File: config.mk
export PLATFORM = sky130hd
export DESIGN_NAME = iq_packet_framer_crc16
export DESIGN_NICKNAME = d
export VERILOG_FILES = /design/src/hw/rtl/ipf_pkg.sv /design/src/hw/rtl/iq_packet_framer_crc16.sv
export SDC_FILE = /design/constraint.sdc
export NUM_CORES = 1
export LEC_CHECK = 0
export ABC_AREA = 1
export BUFFER_PORTS_ARGS = -buffer_cell sky130_fd_sc_hd__buf_4
export CORE_UTILIZATION = 50
export CTS_CLUSTER_SIZE = 16
export DETAILED_ROUTE_END_ITERATION = 7
export HOLD_SLACK_MARGIN = 0.08
export PLACE_DENSITY = 0.82
export SLEW_MARGIN = 10
export SYNTH_ARGS = -nofsm -noshare
export SYNTH_HDL_FRONTEND = slang
export SYNTH_SLANG_ARGS = --single-unit
File: constraint.sdc
create_clock -name clk -period 20.4 [get_ports clk]
set_clock_uncertainty 0.2 [all_clocks]
set_input_delay 4.08 -clock clk [delete_from_list [all_inputs] [get_ports clk]]
set_output_delay 4.08 -clock clk [all_outputs]
set_load 0.05 [all_outputs]
File: src/hw/rtl/ipf_pkg.sv
// shared types, constants and crc helper for the i/q packet framer
package ipf_pkg;

    localparam int MAX_SAMPLES_DEF = 32;
    localparam int FRAME_BYTES     = 14;
    localparam int SAMPLE_BYTES    = 4;
    localparam int SAMPLE_CRC_BYTES = 6;
    localparam int LEN_W           = 4;

    localparam logic [7:0]  SYNC_0       = 8'hAA;
    localparam logic [7:0]  SYNC_1       = 8'h55;
    localparam logic [7:0]  MARKER_RESET = 8'd212;
    localparam logic [15:0] CRC_INIT     = 16'hFFFF;
    localparam logic [15:0] CRC_POLY     = 16'h1021;
    localparam logic [15:0] CRC_TOP      = 16'h8000;

    localparam logic ACT_HEADER = 1'b0;
    localparam logic ACT_SAMPLE = 1'b1;

    localparam logic REG_MARKER = 1'b0;

    typedef struct packed {
        logic        action;
        logic [15:0] seq_num;
        logic [31:0] first_index;
        logic [7:0]  num_samples;
        logic [31:0] drop_count;
        logic [15:0] i_value;
        logic [15:0] q_value;
    } in_item_t;

    typedef struct packed {
        logic [7:0] out_byte;
        logic       end_of_packet;
        logic       last_of_run;
    } out_item_t;

    typedef struct packed {
        logic                     is_header;
        logic [LEN_W-1:0]         len;
        logic [FRAME_BYTES*8-1:0] data;
    } frame_t;

    function automatic logic [15:0] crc_feed(input logic [15:0] crc, input logic [7:0] b);
        logic [15:0] c;
        c = crc ^ {b, 8'h00};
        for (int k = 0; k < 8; k++)
        begin
            if ((c & CRC_TOP) != 16'h0000)
            begin
                c = {c[14:0], 1'b0} ^ CRC_POLY;
            end
            else
            begin
                c = {c[14:0], 1'b0};
            end
        end
        return c;
    endfunction

endpackage

File: src/hw/rtl/iq_packet_framer_crc16.sv
// top level of the i/q packet framer with crc16-ccitt trailer
//
// input channel (in_valid, in_stall, in_item): header items open a packet,
// sample items carry one i/q pair. an item is taken when in_valid is high and
// in_stall is low. headers with a bad sample count and samples with no open
// packet are taken and give no output.
// output channel (out_valid, out_stall, out_item): one packet byte per item,
// last_of_run marks the final byte of one input item, end_of_packet marks the
// crc high byte.
// an accepted item is framed into an input register, moved into the byte
// sequencer, and its first byte is then loaded into the output register.
// the output register sends one byte per cycle while out_stall is low; a
// header is 14 bytes long, a sample 4 and a closing sample 6, and the next
// item is taken while the current one is still being sent.
// the crc is advanced by one byte per cycle as covered bytes are sent, unless stalled.
// when out_stall is high the output byte holds and the sequencer waits;
// while the input register is full and cannot move on, in_stall is high.
// reset empties all stages, closes any packet and sets the marker to 0xd4.
module iq_packet_framer_crc16 #(
    parameter int MAX_SAMPLES = ipf_pkg::MAX_SAMPLES_DEF
) (
    input  logic              clk,
    input  logic              rst_n,
    input  logic              in_valid,
    output logic              in_stall,
    input  ipf_pkg::in_item_t in_item,
    output logic              out_valid,
    input  logic              out_stall,
    output ipf_pkg::out_item_t out_item,
    input  logic              psel,
    input  logic              penable,
    input  logic              pwrite,
    input  logic [2:0]        paddr,
    input  logic [31:0]       pwdata,
    output logic [31:0]       prdata,
    output logic              pready
);
    import ipf_pkg::*;

    localparam int CNT_W = $clog2(MAX_SAMPLES + 1);
    localparam logic [7:0] MAX_CNT = 8'(MAX_SAMPLES);

    logic [7:0]       marker_reg;
    logic [CNT_W-1:0] left_reg, left_next;
    logic             pend_valid_reg;
    frame_t           pend_reg, pend_next;
    logic             ser_valid_reg;
    frame_t           ser_reg;
    logic [LEN_W-1:0] idx_reg;
    logic [15:0]      crc_reg, crc_next;
    logic             out_valid_reg;
    out_item_t        out_reg, out_next;

    logic in_take, emit, pend_take, out_load, ser_last, covered;
    logic [7:0] cur_byte;

    // configuration port
    assign pready = 1'b1;
    assign prdata = (paddr[2] == REG_MARKER) ? {24'd0, marker_reg} : 32'd0;

    always_ff @(posedge clk or negedge rst_n)
    begin
        if (!rst_n)
        begin
            marker_reg <= MARKER_RESET;
        end
        else if (psel && penable && pwrite && paddr[2] == REG_MARKER)
        begin
            marker_reg <= pwdata[7:0];
        end
    end

    // framing at the input
    assign out_load  = ser_valid_reg && (!out_valid_reg || !out_stall);
    assign ser_last  = (idx_reg == ser_reg.len - LEN_W'(1));
    assign pend_take = pend_valid_reg && (!ser_valid_reg || (out_load && ser_last));
    assign in_stall  = pend_valid_reg && !pend_take;
    assign in_take   = in_valid && !in_stall;

    always_comb
    begin
        left_next = left_reg;
        emit      = 1'b0;
        pend_next = pend_reg;
        if (in_item.action == ACT_HEADER)
        begin
            left_next = '0;
            pend_next.is_header = 1'b1;
            pend_next.len       = LEN_W'(FRAME_BYTES);
            pend_next.data      = {in_item.drop_count, in_item.num_samples,
                                   in_item.first_index, in_item.seq_num,
                                   marker_reg, SYNC_1, SYNC_0};
            if (in_item.num_samples != 8'd0 && in_item.num_samples <= MAX_CNT)
            begin
                emit      = 1'b1;
                left_next = in_item.num_samples[CNT_W-1:0];
            end
        end
        else if (left_reg != '0)
        begin
            emit      = 1'b1;
            left_next = left_reg - CNT_W'(1);
            pend_next.is_header = 1'b0;
            pend_next.len       = (left_reg == CNT_W'(1)) ? LEN_W'(SAMPLE_CRC_BYTES)
                                                          : LEN_W'(SAMPLE_BYTES);
            pend_next.data      = {{(FRAME_BYTES*8-32){1'b0}},
                                   in_item.q_value, in_item.i_value};
        end
    end

    always_ff @(posedge clk or negedge rst_n)
    begin
        if (!rst_n)
        begin
            left_reg       <= '0;
            pend_valid_reg <= 1'b0;
        end
        else
        begin
            if (in_take)
            begin
                left_reg <= left_next;
            end
            if (in_take && emit)
            begin
                pend_valid_reg <= 1'b1;
            end
            else if (pend_take)
            begin
                pend_valid_reg <= 1'b0;
            end
        end
    end

    always_ff @(posedge clk)
    begin
        if (in_take && emit)
        begin
            pend_reg <= pend_next;
        end
    end

    // byte sequencer
    always_ff @(posedge clk or negedge rst_n)
    begin
        if (!rst_n)
        begin
            ser_valid_reg <= 1'b0;
            idx_reg       <= '0;
        end
        else if (pend_take)
        begin
            ser_valid_reg <= 1'b1;
            idx_reg       <= '0;
        end
        else if (out_load)
        begin
            if (ser_last)
            begin
                ser_valid_reg <= 1'b0;
            end
            idx_reg <= idx_reg + LEN_W'(1);
        end
    end

    always_ff @(posedge clk)
    begin
        if (pend_take)
        begin
            ser_reg <= pend_reg;
        end
    end

    always_comb
    begin
        cur_byte = ser_reg.data[{idx_reg, 3'b000} +: 8];
        covered  = ser_reg.is_header ? (idx_reg >= LEN_W'(2))
                                     : (idx_reg < LEN_W'(SAMPLE_BYTES));
        out_next.end_of_packet = 1'b0;
        out_next.last_of_run   = ser_last;
        if (!ser_reg.is_header && idx_reg == LEN_W'(SAMPLE_BYTES))
        begin
            cur_byte = crc_reg[7:0];
        end
        else if (!ser_reg.is_header && idx_reg == LEN_W'(SAMPLE_BYTES + 1))
        begin
            cur_byte = crc_reg[15:8];
            out_next.end_of_packet = 1'b1;
        end
        out_next.out_byte = cur_byte;

        crc_next = crc_reg;
        if (out_load)
        begin
            if (ser_reg.is_header && idx_reg == '0)
            begin
                crc_next = CRC_INIT;
            end
            else if (covered)
            begin
                crc_next = crc_feed(crc_reg, cur_byte);
            end
        end
    end

    always_ff @(posedge clk or negedge rst_n)
    begin
        if (!rst_n)
        begin
            crc_reg       <= CRC_INIT;
            out_valid_reg <= 1'b0;
        end
        else
        begin
            crc_reg <= crc_next;
            if (out_load)
            begin
                out_valid_reg <= 1'b1;
            end
            else if (!out_stall)
            begin
                out_valid_reg <= 1'b0;
            end
        end
    end

    always_ff @(posedge clk)
    begin
        if (out_load)
        begin
            out_reg <= out_next;
        end
    end

    assign out_valid = out_valid_reg;
    assign out_item  = out_reg;

    // checks
    a_eop_is_last: assert property (@(posedge clk) disable iff (!rst_n)
        out_valid_reg && out_reg.end_of_packet |-> out_reg.last_of_run)
        else $error("end of packet without last of run");

    a_idx_in_frame: assert property (@(posedge clk) disable iff (!rst_n)
        ser_valid_reg |-> idx_reg < ser_reg.len)
        else $error("sequencer index beyond frame");

    a_pend_moves: assert property (@(posedge clk) disable iff (!rst_n)
        pend_valid_reg && !ser_valid_reg |=> ser_valid_reg)
        else $error("framed item not moved into sequencer");

    a_crc_restart: assert property (@(posedge clk) disable iff (!rst_n)
        out_load && ser_reg.is_header && idx_reg == '0 |=> crc_reg == CRC_INIT)
        else $error("crc not restarted at header");

    a_stall_holds_pend: assert property (@(posedge clk) disable iff (!rst_n)
        in_stall |=> pend_valid_reg)
        else $error("input register emptied while stalled");

endmodule
# --- After elaboration in Yosys (flattened, before gate mapping) ---
# Cells that the tools add are included.
# Widths: inputs -> output; s select.
word_totals:
  regBits: 281
  in_bits: 163
  out_inout_bits: 45
  elab_cells: 126
op_classes:
  add_sub_neg: 3
  magnitude_cmp: 3
  eq_ne: 6
  shifts: 1
  muxes: 54
  n_bitwise: 10
  n_reduce_logical: 32
ops:
  columns: ["operator", "n"]
  rows:
  - ["$mux 16", 23]
  - ["$mux 117", 1]
  - ["$mux 112", 1]
  - ["$shiftx 112x8->8", 1]
  - ["$mux 13", 8]
  - ["$mux 8", 3]
  - ["$not 3->3", 8]
  - ["$mux 6", 3]
  - ["$xor 16x16->16", 1]
  - ["$logic_and 1x1->1", 13]
  - ["$mux 1", 12]
  - ["$eq 4x3->1 const B", 2]
  - ["$le 8x6->1 const B", 1]
  - ["$mux 4", 2]
  - ["$reduce_and 2->1", 4]
  - ["$reduce_bool 2->1", 4]
  - ["$reduce_bool 8->1", 1]
  - ["$eq 6x1->1 const B", 1]
  - ["$logic_not 1->1", 6]
  - ["$reduce_bool 6->1", 1]
  - ["$sub 6x1->6 const B", 1]
  - ["$add 4x1->4 const B", 1]
  - ["$eq 4x4->1", 1]
  - ["$ge 4x2->1 const B", 1]
  - ["other kinds (7)", 9]

# --- Logic depth before layout (Yosys ltp) ---
# Gate-level depths: netlist of the first run.
logic_depth:
  ltp_word: 44
  mapped_depth: 20
  mapped_depth_nobuf: 19

# --- Least setup slack after synthesis of the first run ---
# OpenSTA, ideal clock, no wires.
synth_path:
  path_kind: "input -> register"
  from: "in out_stall"
  to: "reg ser_reg[0] (netlist name), enable pin"
  setup_time_ns: 0.597
  arrival_time_ns: 9.753
  required_time_ns: 19.603
  path_slack_ns: 9.850
  path_stages: 7
  n_path_buf: 0
  path_cell_list: "nand2_1 > nand2_1 > inv_1 > nand2_1 > nand2_1 > inv_2 > nor2_1"
synth_between:
  elab_chain_len: 6
synth_lines:
  columns: ["element", "line_no", "rtl"]
  rows:
  - ["start: declaration", "iq_packet_framer_crc16.sv:28", "input logic out_stall,"]
  - ["$logic_not 1->1", null, null]
  - ["$logic_or 1x1->1", "iq_packet_framer_crc16.sv:74", "assign out_load = ser_valid_reg && (!out_valid_reg || !out_stall);"]
  - ["$logic_and 1x1->1", "iq_packet_framer_crc16.sv:74", null]
  - ["via out_load", "iq_packet_framer_crc16.sv:54", "logic in_take, emit, pend_take, out_load, ser_last, covered;"]
  - ["$logic_and 1x1->1", "iq_packet_framer_crc16.sv:76", "assign pend_take = pend_valid_reg && (!ser_valid_reg || (out_load && ser_last));"]
  - ["$logic_or 1x1->1", "iq_packet_framer_crc16.sv:76", null]
  - ["$logic_and 1x1->1", "iq_packet_framer_crc16.sv:76", null]
  - ["via pend_take", "iq_packet_framer_crc16.sv:54", null]
  - ["end signal: assignment", "iq_packet_framer_crc16.sv:170", "ser_reg <= pend_reg;"]
  - ["end: declaration", "iq_packet_framer_crc16.sv:48", "frame_t ser_reg;"]
# The timed path passes the listed nets, and every way through them passes these cells.
# A chain may end at the register's enable or synchronous reset.

# --- Worst setup path after layout of the first run ---
layout_path:
  from: "in out_stall"
  to: "out in_stall"
layout_between:
  elab_chain_len: 8
layout_lines:
  columns: ["element", "line_no", "rtl"]
  rows:
  - ["$logic_not 1->1", null, null]
  - ["$logic_or 1x1->1", "iq_packet_framer_crc16.sv:74", null]
  - ["$logic_and 1x1->1", "iq_packet_framer_crc16.sv:74", null]
  - ["via out_load", "iq_packet_framer_crc16.sv:54", null]
  - ["$logic_and 1x1->1", "iq_packet_framer_crc16.sv:76", null]
  - ["$logic_or 1x1->1", "iq_packet_framer_crc16.sv:76", null]
  - ["$logic_and 1x1->1", "iq_packet_framer_crc16.sv:76", null]
  - ["$logic_not 1->1", "iq_packet_framer_crc16.sv:77", "assign in_stall = pend_valid_reg && !pend_take;"]
  - ["$logic_and 1x1->1", "iq_packet_framer_crc16.sv:77", null]
  - ["end: declaration", "iq_packet_framer_crc16.sv:25", "output logic in_stall,"]
# The timed path passes the listed nets, and every way through them passes these cells.

==> results of run 1 <==
-- cell type report --
class / count / area, um^2 / area share, %
flip-flops and latches: 275 / 8100 / 56.5
multi-input cells: 678 / 2990 / 20.9
repair buffers: 162 / 1220 / 8.48
inverters: 191 / 717 / 5.00
clock buffers: 30 / 687 / 4.79
well taps: 319 / 399 / 2.78
clock inverters: 19 / 226 / 1.58
-- where the power goes --
part           switching (W)  leakage (nW)  internal (W)
Clock               0.000208         0.442      0.000306
Combinational       0.000471          3.37      0.000195
Sequential         0.0000411          2.58      0.000730
-- worst min path at each step --
stage                               to          start  cells past startpoint  slack [ns]
final                      ser_reg[72]   pend_reg[72]                      0        0.22
after detailed placement    ser_reg[0]    pend_reg[0]                      0        0.20
after CTS                  ser_reg[74]   pend_reg[74]                      0        0.22
after floorplan             ser_reg[0]    pend_reg[0]                      0        0.20
after global placement    ser_reg[108]  pend_reg[108]                      0        0.20
after global routing       ser_reg[78]   pend_reg[78]                      0        0.22
-- critical path: cells and delay by family --
family                 cells  cell delay (ns)
and+or+nand+nor            5             0.62
buffers and inverters      5             0.92
-- routing by layer --
layer / up-vias / part of all wire [%]
met4: 0 / 2.9
li1: 4036 / -
met5: - / 0
met2: 369 / 49
met3: 55 / 8.0
met1: 3789 / 40
-- stage by stage --
step / power (W) / setup slack (ns) / std cells
floorplan: 0.00127 / 9.85 / 1206
global route: 0.00206 / 10.39 / 1674
finish: 0.00195 / 10.48 / 1674
CTS: 0.00195 / 10.45 / 1674
global placement: 0.00141 / 10.52 / 1625
detailed placement: 0.00144 / 10.47 / 1625
-- Yosys cell counts --
master,count,area [um^2]
a211oi_4,1,20.0
a21oi_1,17,85.1
a221oi_2,1,15.0
a22oi_1,1,7.51
a31oi_1,2,12.5
buf_2,9,45.0
buf_4,30,225
buf_6,5,56.3
clkbuf_1,18,67.6
clkinv_1,2,7.51
conb_1,2,7.51
dfrtp_1,17,425
dfstp_2,20,526
edfxtp_1,238,7150
ha_1,7,87.6
inv_1,183,687
inv_2,6,22.5
nand2_1,283,1060
nand2_2,12,75.1
nand3_1,72,360
nand3_2,1,10.0
nand3_4,1,17.5
nand3b_1,2,15.0
nand4_1,3,18.8
nor2_1,164,616
nor2_2,3,18.8
nor2_4,1,11.3
nor3_1,2,10.0
nor4_1,1,6.26
o211ai_1,3,22.5
o21ai_0,55,275
o21ai_1,1,5.00
o22ai_1,3,18.8
or2_0,1,6.26
or2_1,1,6.26
or2_2,11,68.8
xnor2_1,1,8.76
xor2_1,3,26.3
-- kinds of logic (layout without fill, tap and decap cells) --
logic type / count (synthesis) / after routing / synth area share, %
AND/OR/NAND/NOR: 558 / 558 / 19.0
flip-flops: 275 / 275 / 66.9
buffers and inverters: 253 / 402 / 9.18
other: 2 / 25 / 0.0621
AO/OA/AOI/OAI: 84 / 84 / 3.81
adder cells (fa/ha/maj): 7 / 7 / 0.724
XOR/XNOR: 4 / 4 / 0.290
==> run metrics, run 1 <==
n_diodes 0; # IOs 208; Die Wd 158 um; post-CTS setup repair buffer count 0; CTS tree yes; count of hold buffers inserted by post-cts repair 0; CTS max path bufs 3; die area 24,800 um^2; starting density of the core 51.3%; Total Neg Setup Slack 0 ns; Worst-Margin Slew 1.10 ns; MaxCap Viol Count 0; leading cell types in the layout, fill and taps excluded 283 x nand2_1, 238 x edfxtp_1, 183 x inv_1; Cells after Synth 1,183; Port Buf Inserts 156; RSZ-0062 raised after global routing false; synthesis-stage register bit count 275; cell mode on critical path nand2_1; worst hold margin 0.216 ns; Clock transition at path regs 0.06 ns; status finished clean; GRT busiest layer met2; clock period minus worst slack 9.92 ns; worst hold path class reg -> reg; commonest non-fill, non-tap cell in the layout nand2_1; final wirelength 25.5 mm; Setup Viol. Count Final 0; Critical-path top delay cell inv_1; Power Density 136 nW/um^2; clock tree root driver cell clkbuf_16; nets 1,505; GP Congestion 0.859; Worst slew margin 26.5%; Worst Setup SP out_stall; synthesized area 12,100 um^2; yosys warns 0; Largest stage delay, worst path 0.50 ns; Fmax 0.101 GHz; Crit path required time 16.12 ns; clock sinks 275; post-DP HPWL 17.0 mm; remaining global-route overflow 0; Global Route met1 Usage 27.6%; Die Height 158 um; row count 56; post_cts resized 0; Tcrit/Tclk final 48.6%; share of cells above drive strength 1 19.4%; number of global-route vias before repair 8,079; Vias/cell 4.93; met2 Use GR 35.6%; global-route usage over all layers 21.0%; grt met3 use 3.56%; sequential area share after synthesis 66.9%; H-Tree Depth 1; area of all placed cells without fillers 14,300 um^2; Syn Area/Cell 10.2 um^2; worst endpoint data arrival time 5.64 ns; CP Cell Sequence buf_4 > nand2_1 > nand2_1 > inv_1 > nand2_1 > nand2_1 > inv_2 > nand2_2 > inv_1 > buf_4; first-pass GRT wire length 40.0 mm; antenna violations before repair 0; DRT iter0 DRCs 688; WL/cell 15.2 um; worst skew pair latency 0.54 ns; Max Transition Viols Final 0; crit start category input port; R2R Path Start idx_reg[2]; Leak 6.39 nW; Detail Route Antenna Nets 0; Setup Crit Path Kind in -> out; path depth of the worst reg2reg path 11; vias 8,249; Fillers 1,840; P&R area growth vs syn 18.5%; Worst VDD drop 0.0831 mV; core area 23,600 um^2; Final Hold Fails 0; First-pass DRT Iterations 6; largest net degree at the start of global routing 85; R2R Setup Slk 15.91 ns; CP endpoint kind primary output; Critical Path End in_stall; post-synth cell types 38; worst-path fanout max 15; TritonCTS Buffers 27; Crit Reg-Reg Endpoint pend_reg[50]; drt drc 0; Util after Layout 60.7%; cell area after placement 13,400 um^2
Note: power is estimated with default switching activity, not from simulation.
==> run 2: changes to the inputs <==
==> constraint.sdc (replaced) <==
create_clock -name clk -period 9.8 [get_ports clk]
set_clock_uncertainty 0.2 [all_clocks]
set_input_delay 1.96 -clock clk [delete_from_list [all_inputs] [get_ports clk]]
set_output_delay 1.96 -clock clk [all_outputs]
set_load 0.05 [all_outputs]
==> run 2 against run 1 <==
  * Setup slack got worse by 6.3 ns
  * Highest routed layer unchanged
  * Sequential cell count unchanged
  * Count of clock-buffer cells in the layout increased by 3
  * Hold slack got worse by 0.0037 ns
  * Final cell count unchanged
  * Sequential power rose by 110%
  * Critical path depth stayed put
  * Final area down 0.11%
  * Critical path type unchanged
==> run metrics, run 2 (synthesized netlist as in run 1, its figures left out) <==
status finished clean (unchanged); global-route usage over all layers 20.6% (was 21.0%); Clock transition at path regs 0.07 ns (was 0.06 ns); Post-Place Worst Slack 4.09 ns (was 10.47 ns); worst hold path class reg -> reg (unchanged); crit start category input port (unchanged); share of cells above drive strength 1 19.3% (was 19.4%); post-DP HPWL 16.9 mm (was 17.0 mm); WL/cell 15.1 um (was 15.2 um); die area 24,800 um^2 (unchanged); Max Transition Viols Final 0 (unchanged); vias 8,283 (was 8,249); R2R Path Start idx_reg[1] (was idx_reg[2]); commonest non-fill, non-tap cell in the layout nand2_1 (unchanged); clock network fraction of total power 25.8% (was 26.3%); MaxCap Viol Count 0 (unchanged); largest net degree at the start of global routing 85 (unchanged); core area 23,600 um^2 (unchanged); DRT iter0 DRCs 716 (was 688); Gate power share 33.9% (was 34.2%); Port Buf Inserts 156 (unchanged); leading cell types in the layout, fill and taps excluded 283 x nand2_1, 238 x edfxtp_1, 183 x inv_1 (unchanged); worst endpoint data arrival time 3.49 ns (was 5.64 ns); First-pass DRT Iterations 5 (was 6); sw frac 37.1% (was 36.9%); worst hold start pend_reg[85] (was pend_reg[72]); Die Height 158 um (unchanged); Tcrit/Tclk final 57.7%; Worst slew margin 20.6% (was 26.5%); # IOs 208 (unchanged); worst skew pair latency 0.55 ns (was 0.54 ns); clock period minus worst slack 5.65 ns; Crit path required time 7.64 ns (was 16.12 ns); Setup Viol. Count Final 0 (unchanged); cell-internal power 0.00253 W (was 0.00123 W); remaining global-route overflow 0 (unchanged); Worst-Margin Slew 1.19 ns (was 1.10 ns); Setup Crit Path Kind in -> out (unchanged); Worst Setup SP out_stall (unchanged); post_cts resized 0 (unchanged); part of the power in registers 40.3% (was 39.5%); Die Wd 158 um (unchanged); dpl cells 1,625 (unchanged); CP endpoint kind primary output (unchanged); P&R area growth vs syn 18.3% (was 18.5%); CTS tree yes (unchanged); Overall Power 0.00402 W (was 0.00195 W); first-pass GRT wire length 39.4 mm (was 40.0 mm); Setup WS post-layout 4.15 ns (was 10.48 ns); clock tree root driver cell clkbuf_16 (unchanged); Fmax 0.177 GHz; TritonCTS Buffers 27 (unchanged); Util after Layout 60.7% (about the same); Worst VDD drop 0.133 mV (was 0.0831 mV); Detail Route Antenna Nets 0 (unchanged); Power Density 281 nW/um^2 (was 136 nW/um^2); final wirelength 25.3 mm (was 25.5 mm); Total Neg Setup Slack 0 ns (unchanged); P_sw 0.00149 W (was 0.000721 W); n_diodes 0 (unchanged); worst-path fanout max 15 (unchanged); starting density of the core 51.3% (unchanged); GP Congestion 0.874 (was 0.859); number of global-route vias before repair 8,066 (was 8,079); CTS max path bufs 3 (unchanged); antenna violations before repair 0 (unchanged); Leak 6.38 nW (was 6.39 nW); Final Hold Fails 0 (unchanged); drt drc 0 (unchanged); post-CTS setup repair buffer count 0 (unchanged); Vias/cell 4.95 (was 4.93); nets 1,505 (unchanged); RSZ-0062 raised after global routing false (unchanged); Non-Filler Instances 1,674 (unchanged); count of hold buffers inserted by post-cts repair 0 (unchanged); clock sinks 275 (unchanged); row count 56 (unchanged); H-Tree Depth 1 (unchanged)
-- run 2: cell types whose count changed in the layout (fill, tap and decap cells not counted), sizes merged --
cell	delta
clkbuf	+3
bufinv	-2
clkinv	-2
inv	+1
-- run 2: layout make-up --
class / count / area, um^2
fill: 1813 / 9290
sequential: 275 / 8100
multi-input combinational: 678 / 2990
timing repair buffer: 162 / 1220
clock buffer: 33 / 718
inverter: 191 / 717
tap: 319 / 399
clock inverter: 16 / 179
-- run 2: routing by layer --
metal	vias up	wire, um	GRT usage, %
met4	0	848	7.44
met5	-	0	0
met1	3798	9830	25.2
li1	4037	-	-
met2	379	12400	35.7
met3	69	2150	4.71
-- run 2: worst paths after layout --
| check | endpoint | slack [ns] | cells after the start |
|---|---|---|---|
| worst max register to register | pend_reg[39] | 5.17 | 11 |
| worst min-delay path | ser_reg[85] | 0.21 | 0 |
| max in group asynchronous | idx_reg[0] | 7.80 | 1 |
| worst min register to register | ser_reg[85] | 0.21 | 0 |
| min in group asynchronous | idx_reg[3] | 1.21 | 1 |
| worst max-delay path | in_stall | 4.15 | 10 |
-- run 2: worst max-delay path, cell delays in order --
cell	delay, ns
buf_4	0.11
nand2_1	0.13
nand2_1	0.18
inv_1	0.49
nand2_1	0.11
nand2_1	0.11
inv_2	0.06
nand2_2	0.10
inv_1	0.06
buf_4	0.18
-- run 2: power by group through the flow --
| stage | Combinational, W | Sequential, W | Clock (W) |
|---|---|---|---|
| 4_1_cts | 0.00135 | 0.00162 | 0.00105 |
| 6_report | 0.00136 | 0.00162 | 0.00104 |
| 5_1_grt | 0.00152 | 0.00164 | 0.00109 |
| 3_5_place_dp | 0.00134 | 0.00164 | 0 |
| 2_1_floorplan | 0.000961 | 0.00169 | 0 |
| 3_3_place_gp | 0.00129 | 0.00163 | 0 |
-- run 2: per-stage QoR --
stage | area (um^2) | hold WS, ns
finish | 14300 | 0.213
global route | 14300 | 0.217
CTS | 14300 | 0.214
detailed placement | 13400 | 0.205
global placement | 13400 | 0.200
floorplan | 12200 | 0.200
